<file path="src/hdl/tnqc_pkg.sv">
package tnqc_pkg;

  localparam int MAX_TRIS_DEF = 16;
  localparam int COORD_W      = 24;
  localparam int SUM_W        = 40;
  localparam int COST_W       = 32;
  localparam int IN_DATA_W    = 6 * COORD_W;
  localparam int DIV_W        = 40;
  localparam int RATIO_STEPS  = 17;

  localparam logic [16:0] ONE_Q16       = 17'h10000;
  localparam logic [17:0] TWO_SQRT3_Q16 = 18'd227023;

  // Product select codes for the shared multiplier.
  localparam logic [2:0] MS_UXVY = 3'd0;
  localparam logic [2:0] MS_VXUY = 3'd1;
  localparam logic [2:0] MS_UXUX = 3'd2;
  localparam logic [2:0] MS_UYUY = 3'd3;
  localparam logic [2:0] MS_VXVX = 3'd4;
  localparam logic [2:0] MS_VYVY = 3'd5;
  localparam logic [2:0] MS_WXWX = 3'd6;
  localparam logic [2:0] MS_WYWY = 3'd7;

  typedef struct packed {
    logic       load_in;
    logic       diff_en;
    logic       mul_en;
    logic [2:0] mul_sel;
    logic       acc_en;
    logic [2:0] acc_sel;
    logic       prep_en;
    logic       neg_sq;
    logic       rmul_lo;
    logic       rmul_hi;
    logic       rsum;
    logic       q_load_clamp;
    logic       q_load_zero;
    logic       q_load_div;
    logic       q_sq;
    logic       acc_tri;
    logic       div_start;
    logic       div_avg;
    logic       avg_load;
    logic       fr1;
    logic       fr2;
    logic       fr3;
    logic       fw0;
    logic       fw1;
    logic       ftot;
    logic       out_load;
  } cmd_t;

  typedef struct packed {
    logic full;
    logic j_neg;
    logic s_zero;
    logic ratio_clamp;
    logic div_busy;
    logic div_done;
    logic out_free;
  } sts_t;

endpackage

</file>
<file path="src/hdl/tnqc_ctrl.sv">
module tnqc_ctrl
  import tnqc_pkg::*;
(
  input  logic clk_i,
  input  logic rst_ni,
  input  logic in_valid_i,
  input  logic in_last_i,
  output logic in_ready_o,
  input  sts_t sts_i,
  output cmd_t cmd_o
);

  localparam logic [4:0] ST_IDLE  = 5'd0;
  localparam logic [4:0] ST_DIFF  = 5'd1;
  localparam logic [4:0] ST_MUL   = 5'd2;
  localparam logic [4:0] ST_PREP  = 5'd3;
  localparam logic [4:0] ST_NEGSQ = 5'd4;
  localparam logic [4:0] ST_RMUL0 = 5'd5;
  localparam logic [4:0] ST_RMUL1 = 5'd6;
  localparam logic [4:0] ST_RSUM  = 5'd7;
  localparam logic [4:0] ST_RCHK  = 5'd8;
  localparam logic [4:0] ST_RDIV  = 5'd9;
  localparam logic [4:0] ST_QSQ   = 5'd10;
  localparam logic [4:0] ST_ACC   = 5'd11;
  localparam logic [4:0] ST_AVG   = 5'd12;
  localparam logic [4:0] ST_AVGW  = 5'd13;
  localparam logic [4:0] ST_FR1   = 5'd14;
  localparam logic [4:0] ST_FR2   = 5'd15;
  localparam logic [4:0] ST_FR3   = 5'd16;
  localparam logic [4:0] ST_FW0   = 5'd17;
  localparam logic [4:0] ST_FW1   = 5'd18;
  localparam logic [4:0] ST_FTOT  = 5'd19;
  localparam logic [4:0] ST_FOUT  = 5'd20;

  logic [4:0] state_q, state_d;
  logic [3:0] step_q, step_d;
  logic       last_q, last_d;

  assign in_ready_o = (state_q == ST_IDLE);

  always_comb begin
    state_d = state_q;
    step_d  = step_q;
    last_d  = last_q;
    cmd_o   = '0;
    unique case (state_q)
      ST_IDLE: begin
        if (in_valid_i) begin
          if (sts_i.full) begin
            if (in_last_i) state_d = ST_AVG;
          end else begin
            cmd_o.load_in = 1'b1;
            last_d        = in_last_i;
            state_d       = ST_DIFF;
          end
        end
      end
      ST_DIFF: begin
        cmd_o.diff_en = 1'b1;
        step_d        = '0;
        state_d       = ST_MUL;
      end
      ST_MUL: begin
        cmd_o.mul_en  = !step_q[3];
        cmd_o.mul_sel = step_q[2:0];
        cmd_o.acc_en  = (step_q != '0);
        cmd_o.acc_sel = 3'(step_q - 4'd1);
        step_d        = step_q + 4'd1;
        if (step_q[3]) state_d = ST_PREP;
      end
      ST_PREP: begin
        cmd_o.prep_en = 1'b1;
        if (sts_i.j_neg) begin
          state_d = ST_NEGSQ;
        end else if (sts_i.s_zero) begin
          cmd_o.q_load_zero = 1'b1;
          state_d           = ST_QSQ;
        end else begin
          state_d = ST_RMUL0;
        end
      end
      ST_NEGSQ: begin
        cmd_o.neg_sq = 1'b1;
        state_d      = ST_ACC;
      end
      ST_RMUL0: begin
        cmd_o.rmul_lo = 1'b1;
        state_d       = ST_RMUL1;
      end
      ST_RMUL1: begin
        cmd_o.rmul_hi = 1'b1;
        state_d       = ST_RSUM;
      end
      ST_RSUM: begin
        cmd_o.rsum = 1'b1;
        state_d    = ST_RCHK;
      end
      ST_RCHK: begin
        if (sts_i.ratio_clamp) begin
          cmd_o.q_load_clamp = 1'b1;
          state_d            = ST_QSQ;
        end else begin
          cmd_o.div_start = 1'b1;
          state_d         = ST_RDIV;
        end
      end
      ST_RDIV: begin
        if (sts_i.div_done) begin
          cmd_o.q_load_div = 1'b1;
          state_d          = ST_QSQ;
        end
      end
      ST_QSQ: begin
        cmd_o.q_sq = 1'b1;
        state_d    = ST_ACC;
      end
      ST_ACC: begin
        cmd_o.acc_tri = 1'b1;
        state_d       = last_q ? ST_AVG : ST_IDLE;
      end
      ST_AVG: begin
        cmd_o.div_avg   = 1'b1;
        cmd_o.div_start = 1'b1;
        state_d         = ST_AVGW;
      end
      ST_AVGW: begin
        if (sts_i.div_done) begin
          cmd_o.avg_load = 1'b1;
          state_d        = ST_FR1;
        end
      end
      ST_FR1: begin
        cmd_o.fr1 = 1'b1;
        state_d   = ST_FR2;
      end
      ST_FR2: begin
        cmd_o.fr2 = 1'b1;
        state_d   = ST_FR3;
      end
      ST_FR3: begin
        cmd_o.fr3 = 1'b1;
        state_d   = ST_FW0;
      end
      ST_FW0: begin
        cmd_o.fw0 = 1'b1;
        state_d   = ST_FW1;
      end
      ST_FW1: begin
        cmd_o.fw1 = 1'b1;
        state_d   = ST_FTOT;
      end
      ST_FTOT: begin
        cmd_o.ftot = 1'b1;
        state_d    = ST_FOUT;
      end
      ST_FOUT: begin
        if (sts_i.out_free) begin
          cmd_o.out_load = 1'b1;
          state_d        = ST_IDLE;
        end
      end
      default: state_d = ST_IDLE;
    endcase
  end

  always_ff @(posedge clk_i or negedge rst_ni) begin
    if (!rst_ni) begin
      state_q <= ST_IDLE;
      step_q  <= '0;
      last_q  <= 1'b0;
    end else begin
      state_q <= state_d;
      step_q  <= step_d;
      last_q  <= last_d;
    end
  end

endmodule

</file>
<file path="config.mk">
export PLATFORM = sky130hd
export DESIGN_NAME = tnqc_ctrl
export DESIGN_NICKNAME = d
export VERILOG_FILES = /design/src/hdl/tnqc_pkg.sv /design/src/hdl/tnqc_ctrl.sv
export SDC_FILE = /design/constraint.sdc
export NUM_CORES = 1
export LEC_CHECK = 0
export ABC_AREA = 1
export BUFFER_PORTS_ARGS = -buffer_cell sky130_fd_sc_hd__buf_2
export CAP_MARGIN = 10
export CORE_MARGIN = 5
export CORE_UTILIZATION = 50
export DETAILED_ROUTE_END_ITERATION = 6
export PLACE_DENSITY = 0.84
export SETUP_SLACK_MARGIN = 0.3
export SYNTH_ARGS = -nofsm -noshare
export SYNTH_HDL_FRONTEND = slang
export SYNTH_SLANG_ARGS = --single-unit
</file>
<file path="constraint.sdc">
create_clock -name clk_i -period 3.1 [get_ports clk_i]
set_input_delay 0.31 -clock clk_i [delete_from_list [all_inputs] [get_ports clk_i]]
set_output_delay 0.31 -clock clk_i [all_outputs]
set_load 0.02 [all_outputs]
</file>
# Word-level counts from Yosys, hierarchy flattened
# Index checks and enable logic that the tools add are counted.
[word_totals] reg_bits=10 inputBits=11 out_inout_bits=31 elab_cells=83
[op_classes] n_addsub=2 eq_ne=26 n_mux=44 bitwise_logic=1 reduce_logical=7
[op_table] operator="$pmux W5 S20" count=1
[op_table] operator="$eq A5 B4 Y1 const B" count=8
[op_table] operator="$mux W5" count=8
[op_table] operator="$mux W1" count=29
[op_table] operator="$eq A5 B5 Y1 const B" count=5
[op_table] operator="$eq A5 B3 Y1 const B" count=4
[op_table] operator="$eq A5 B2 Y1 const B" count=2
[op_table] operator="$ne A2 B2 Y1 const B" count=5
[op_table] operator="$mux W4" count=2
[op_table] operator="$mux W8" count=1
[op_table] operator="$pmux W4 S2" count=1
[op_table] operator="$reduce_and A6 Y1" count=1
[op_table] operator="$eq A5 B1 Y1 const B" count=1
[op_table] operator="$logic_not A5 Y1" count=1
[op_table] operator="$add A4 B1 Y4 const B" count=1
[op_table] operator="$reduce_bool A4 Y1" count=1
[op_table] operator="$ne A3 B3 Y1 const B" count=1
[op_table] operator="$reduce_and A3 Y1" count=1
[op_table] operator="$sub A3 B1 Y3 const B" count=1
[op_table] operator="$mux W2" count=1
[op_table] operator="$pmux W1 S2" count=1
[op_table] operator="$reduce_bool A2 Y1" count=1
[op_table] operator="$reduce_or A2 Y1" count=1
[op_table] operator="$logic_not A1 Y1" count=1
[op_table] operator="$not A1 Y1" count=1

# Depth between registers and ports, before layout
[logic_depth] ltp_word=4 ltp_mapped=9 ltp_nobuf=9

# Worst setup path after synthesis
# Ideal clock, no wire load.
[synth_timing] path_type="register to output" from="reg state_q[1]" to="out cmd_o[23] (netlist bit)" arrival_ns=1.327 required_ns=2.790 path_slack_ns=1.463 path_stages_with_launch=6 path_buffers=1 path_cell_list="dfrtp_1 inv_1 nor2_2 nand3_1 buf_4 a31oi_1"
[synth_rtl] item="start: declaration" line="tnqc_ctrl.sv:35" source="logic [4:0] state_q, state_d;"
[synth_rtl] item="start signal: assignment" line="tnqc_ctrl.sv:172" source="state_q <= state_d;"
[synth_rtl] item="end: declaration" line="tnqc_ctrl.sv:10" source="output cmd_t cmd_o"

==> summary.txt <==
Power
  • Clock power frac: 10.0%
  • Psw: roughly 0.00065 W
  • Switching Share: between 50% and 60%
  • Peak VDD IR: approximately 0.60 mV
  • Power, Total: approximately 0.0011 W
  • Combinational power share: 67.9%
  • Power Internal: roughly 0.00050 W
  • Power per Cell Area: 936 nW/µm²
  • Leakage power: approximately 0.85 nW
  • Flop pwr share: 22.1%

Synthesis
  • Mapped Cells: ~170
  • Synthesized area per cell: roughly 5.7 µm²
  • Distinct cell type count after synthesis: 22
  • Largest family of logic cells by synthesized area: simple AND/OR/NAND/NOR gates
  • Post-synthesis xor/xnor area fraction: 1.81%
  • Compound-Gate Fraction of Synth Area: under 10%
  • Mux share of post-synthesis cell area: 0%
  • Post-Syn Nets: 181
  • Synth warn: 0
  • Synth Area in Simple Gates: about half
  • Post-synthesis sequential area ratio: between 20% and 30%
  • Synth Register Bits: 10
  • Synthesized area: roughly 970 µm²
  • Post-synthesis adder-cell area fraction: 2.59%

Cells and area
  • Final Util: between 60% and 70%
  • Share of cells above drive strength 1: between 20% and 30%
  • Fin nets: 225
  • N_diodes: 0
  • Finished Layout Cells: 236
  • Total of fill cells in the finished design: around 160
  • Area growth syn-to-layout: 27.2%

Clocking
  • Clk slew on worst S/H paths: approximately 0.07 ns
  • CTS tree: built
  • Root buf cell: clkbuf_4
  • Worst skew pair latency: 0.26 ns
  • Total CTS buffers: 3
  • Clock Sink Count: 10
  • H-tree levels: 1
  • Deepest clock path buffer count: 2
  • Postcts setup bufs: 0

Critical path
  • RR Startpoint: state_q[1]
  • Req. time, crit path: 2.79 ns
  • Cell Chain, Critical Path: inv_1 -> nor2_2 -> nand3_1 -> a31oi_1 -> buf_2
  • CP max-delay cell: dfrtp_1
  • Crit-path max FO: 13
  • Worst path bufs/invs: 2
  • Crit path DAT: between 1.5 and 2 ns
  • Reg2Reg Depth: 8
  • Critical path's largest stage delay: around 0.50 ns
  • Crit path launch type: flip-flop
  • CP Class: flip-flop to output pin
  • Delay-heaviest family, CP: simple AND/OR/NAND/NOR gates
  • Worst flop-to-flop path endpoint: state_q[1]
  • Reg-to-reg setup timing slack: between 1 and 1.5 ns
  • CP Capture Type: output pin

GRT
  • GR Util All Layers: between 20% and 30%
  • Largest net degree at the start of global routing: 14
  • GR Overflow Total: 0
  • First-pass GRT wire length: 4680 µm
  • Vias in the first global route: 1046
  • Antenna violations before repair: 0

Min path
  • Hold WC Path Type: input port to flip-flop
  • HP Start: in_last_i
  • Hold EP: last_q
  • Worst hold stages: 3

Floorplanning
  • I/O pin count: 42
  • Die Area: 2910 µm²
  • Die Y: ~54 µm
  • Total core area: approximately 1800 µm²
  • Die X: ~54 µm
  • # rows: 15
  • Initial core utilization: between 50% and 60%

Route
  • Final ANT Viol Nets: 0
  • DR DRC count: 0
  • Violation count after the first detailed-route iteration: 43
  • Routed len/inst: between 10 and 15 µm
  • First drt pass iteration count: 4
  • DRT Wirelength: ~2700 µm
  • Vias after detailed routing: 1170
  • Routed vias/inst: a little under 5

Timing
  • FMAX: between 400 and 500 MHz
  • Final hold viol count: 0
  • Max_slew headroom: 69.0%
  • Tmin final: roughly 2.1 ns
  • RSZ-0062 raised after global routing: no
  • Final Slew Violations: 0
  • Clock Skew: between 0.002 and 0.0025 ns
  • Setup violators final: 0
  • Tcrit/Tclk final: 68.2%
  • Final TNS setup: 0 ns
  • Worst-Margin Slew: 0.464 ns

Placed design
  • RD Place Congestion: 0.895
  • DPL Wire Length: between 2000 and 2500 µm
  • IO Port Bufs: 40
  • Placed Cells: between 200 and 250

Status
  • Status: finished clean

Job
  • Max-cap violation count: 0
==> per-layer routing <==
layer  GRT usage (%)  part of all wire [%]
met1            31.8                    45
met2            34.3                    44
met3           0.831                   9.8
met4            6.38                  0.51
met5               0                     0
==> worst register-to-register path: stages (launching register included) <==
cell	delay, ns
dfrtp_1	0.50
inv_1	0.09
nor2_2	0.15
nand3_1	0.36
nand3_1	0.21
nor2_1	0.05
nand2_1	0.09
nand2_1	0.06
nand2_1	0.06
==> cells in the mapped netlist (all sizes together) <==
cell,count,area share (%)
nor2,44,20
nand2,41,16
inv,32,12
nand3,17,8.8
dfrtp,10,26
o21ai,4,2.1
a21oi,3,1.6
a31oi,2,1.3
buf,2,1.6
ha,2,2.6
nand4,2,1.3
o22ai,2,1.3
or2,2,1.3
nor3,1,0.52
nor4,1,0.65
o21bai,1,0.78
xnor2,1,0.91
xor2,1,0.91
==> sequential cells by signal, indices dropped and copies added (netlist names) <==
register and count:
step_q 4, state_q 5, last_q 1
==> cells in the final DEF (no fill, tap or decap), drive strengths merged <==
master | synthesis | routed
ha | 2 | 2
a21oi | 3 | 3
dlygate4sd3 | 0 | 1
o21ai | 4 | 4
buf | 2 | 40
xnor2 | 1 | 1
dfrtp | 10 | 10
nand3 | 17 | 17
nand4 | 2 | 2
or2 | 2 | 2
nor2 | 44 | 44
o22ai | 2 | 2
clkbuf | 0 | 4
o21bai | 1 | 1
nand2 | 41 | 41
xor2 | 1 | 1
nor3 | 1 | 1
nor4 | 1 | 1
inv | 32 | 32
a31oi | 2 | 2
==> power by group through the flow <==
stage | clock network (W) | logic [W] | registers, W
after floorplan | 0 | 0.000594 | 0.000241
after global placement | 0 | 0.000752 | 0.000254
after detailed placement | 0 | 0.000771 | 0.000255
after CTS | 0.000119 | 0.000778 | 0.000252
after global routing | 0.000125 | 0.000883 | 0.000262
final | 0.000116 | 0.000780 | 0.000254
==> layout make-up <==
| class | count | area (µm²) | area share [%] |
|---|---|---|---|
| flip-flops and latches | 10 | 250 | 20.4 |
| multi-input cells | 124 | 581 | 47.3 |
| well taps | 25 | 31.3 | 2.55 |
| inverters | 32 | 120 | 9.78 |
| clock buffers | 4 | 36.3 | 2.95 |
| repair buffers | 41 | 210 | 17.1 |
==> per-stage QoR <==
stage / setup WS, ns / hold slack (ns) / cell area (µm²)
after floorplan: 1.46 / 0.0144 / 966
after global placement: 1.29 / 0.174 / 1180
after detailed placement: 1.28 / 0.180 / 1180
after CTS: 0.987 / 0.255 / 1230
after global routing: 0.840 / 0.289 / 1230
final: 0.985 / 0.260 / 1230
==> how the worst max path moves through the flow <==
stage	from	to	slack, ns	cells past startpoint
3_5_place_dp	state_q[1]	cmd_o[23]	1.28	5
2_1_floorplan	state_q[1]	cmd_o[23]	1.46	5
5_1_grt	state_q[1]	cmd_o[20]	0.84	5
4_1_cts	state_q[1]	cmd_o[23]	0.99	5
3_3_place_gp	state_q[1]	cmd_o[23]	1.29	5
6_report	state_q[1]	cmd_o[23]	0.98	5
==> repair_timing <==
| item | CTS | global route |
|---|---|---|
| endpoints found under the hold margin | 10 | 0 |
| gates resized for setup | 0 | 0 |
| hold buffers | 1 | 0 |
==> logic make-up after synthesis <==
family	after synthesis
adder cells (fa/ha/maj)	2
AND/OR/NAND/NOR	108
buffers and inverters	34
flip-flops	10
AO/OA/AOI/OAI	12
XOR/XNOR	2
(Power assumes the default switching activity.)
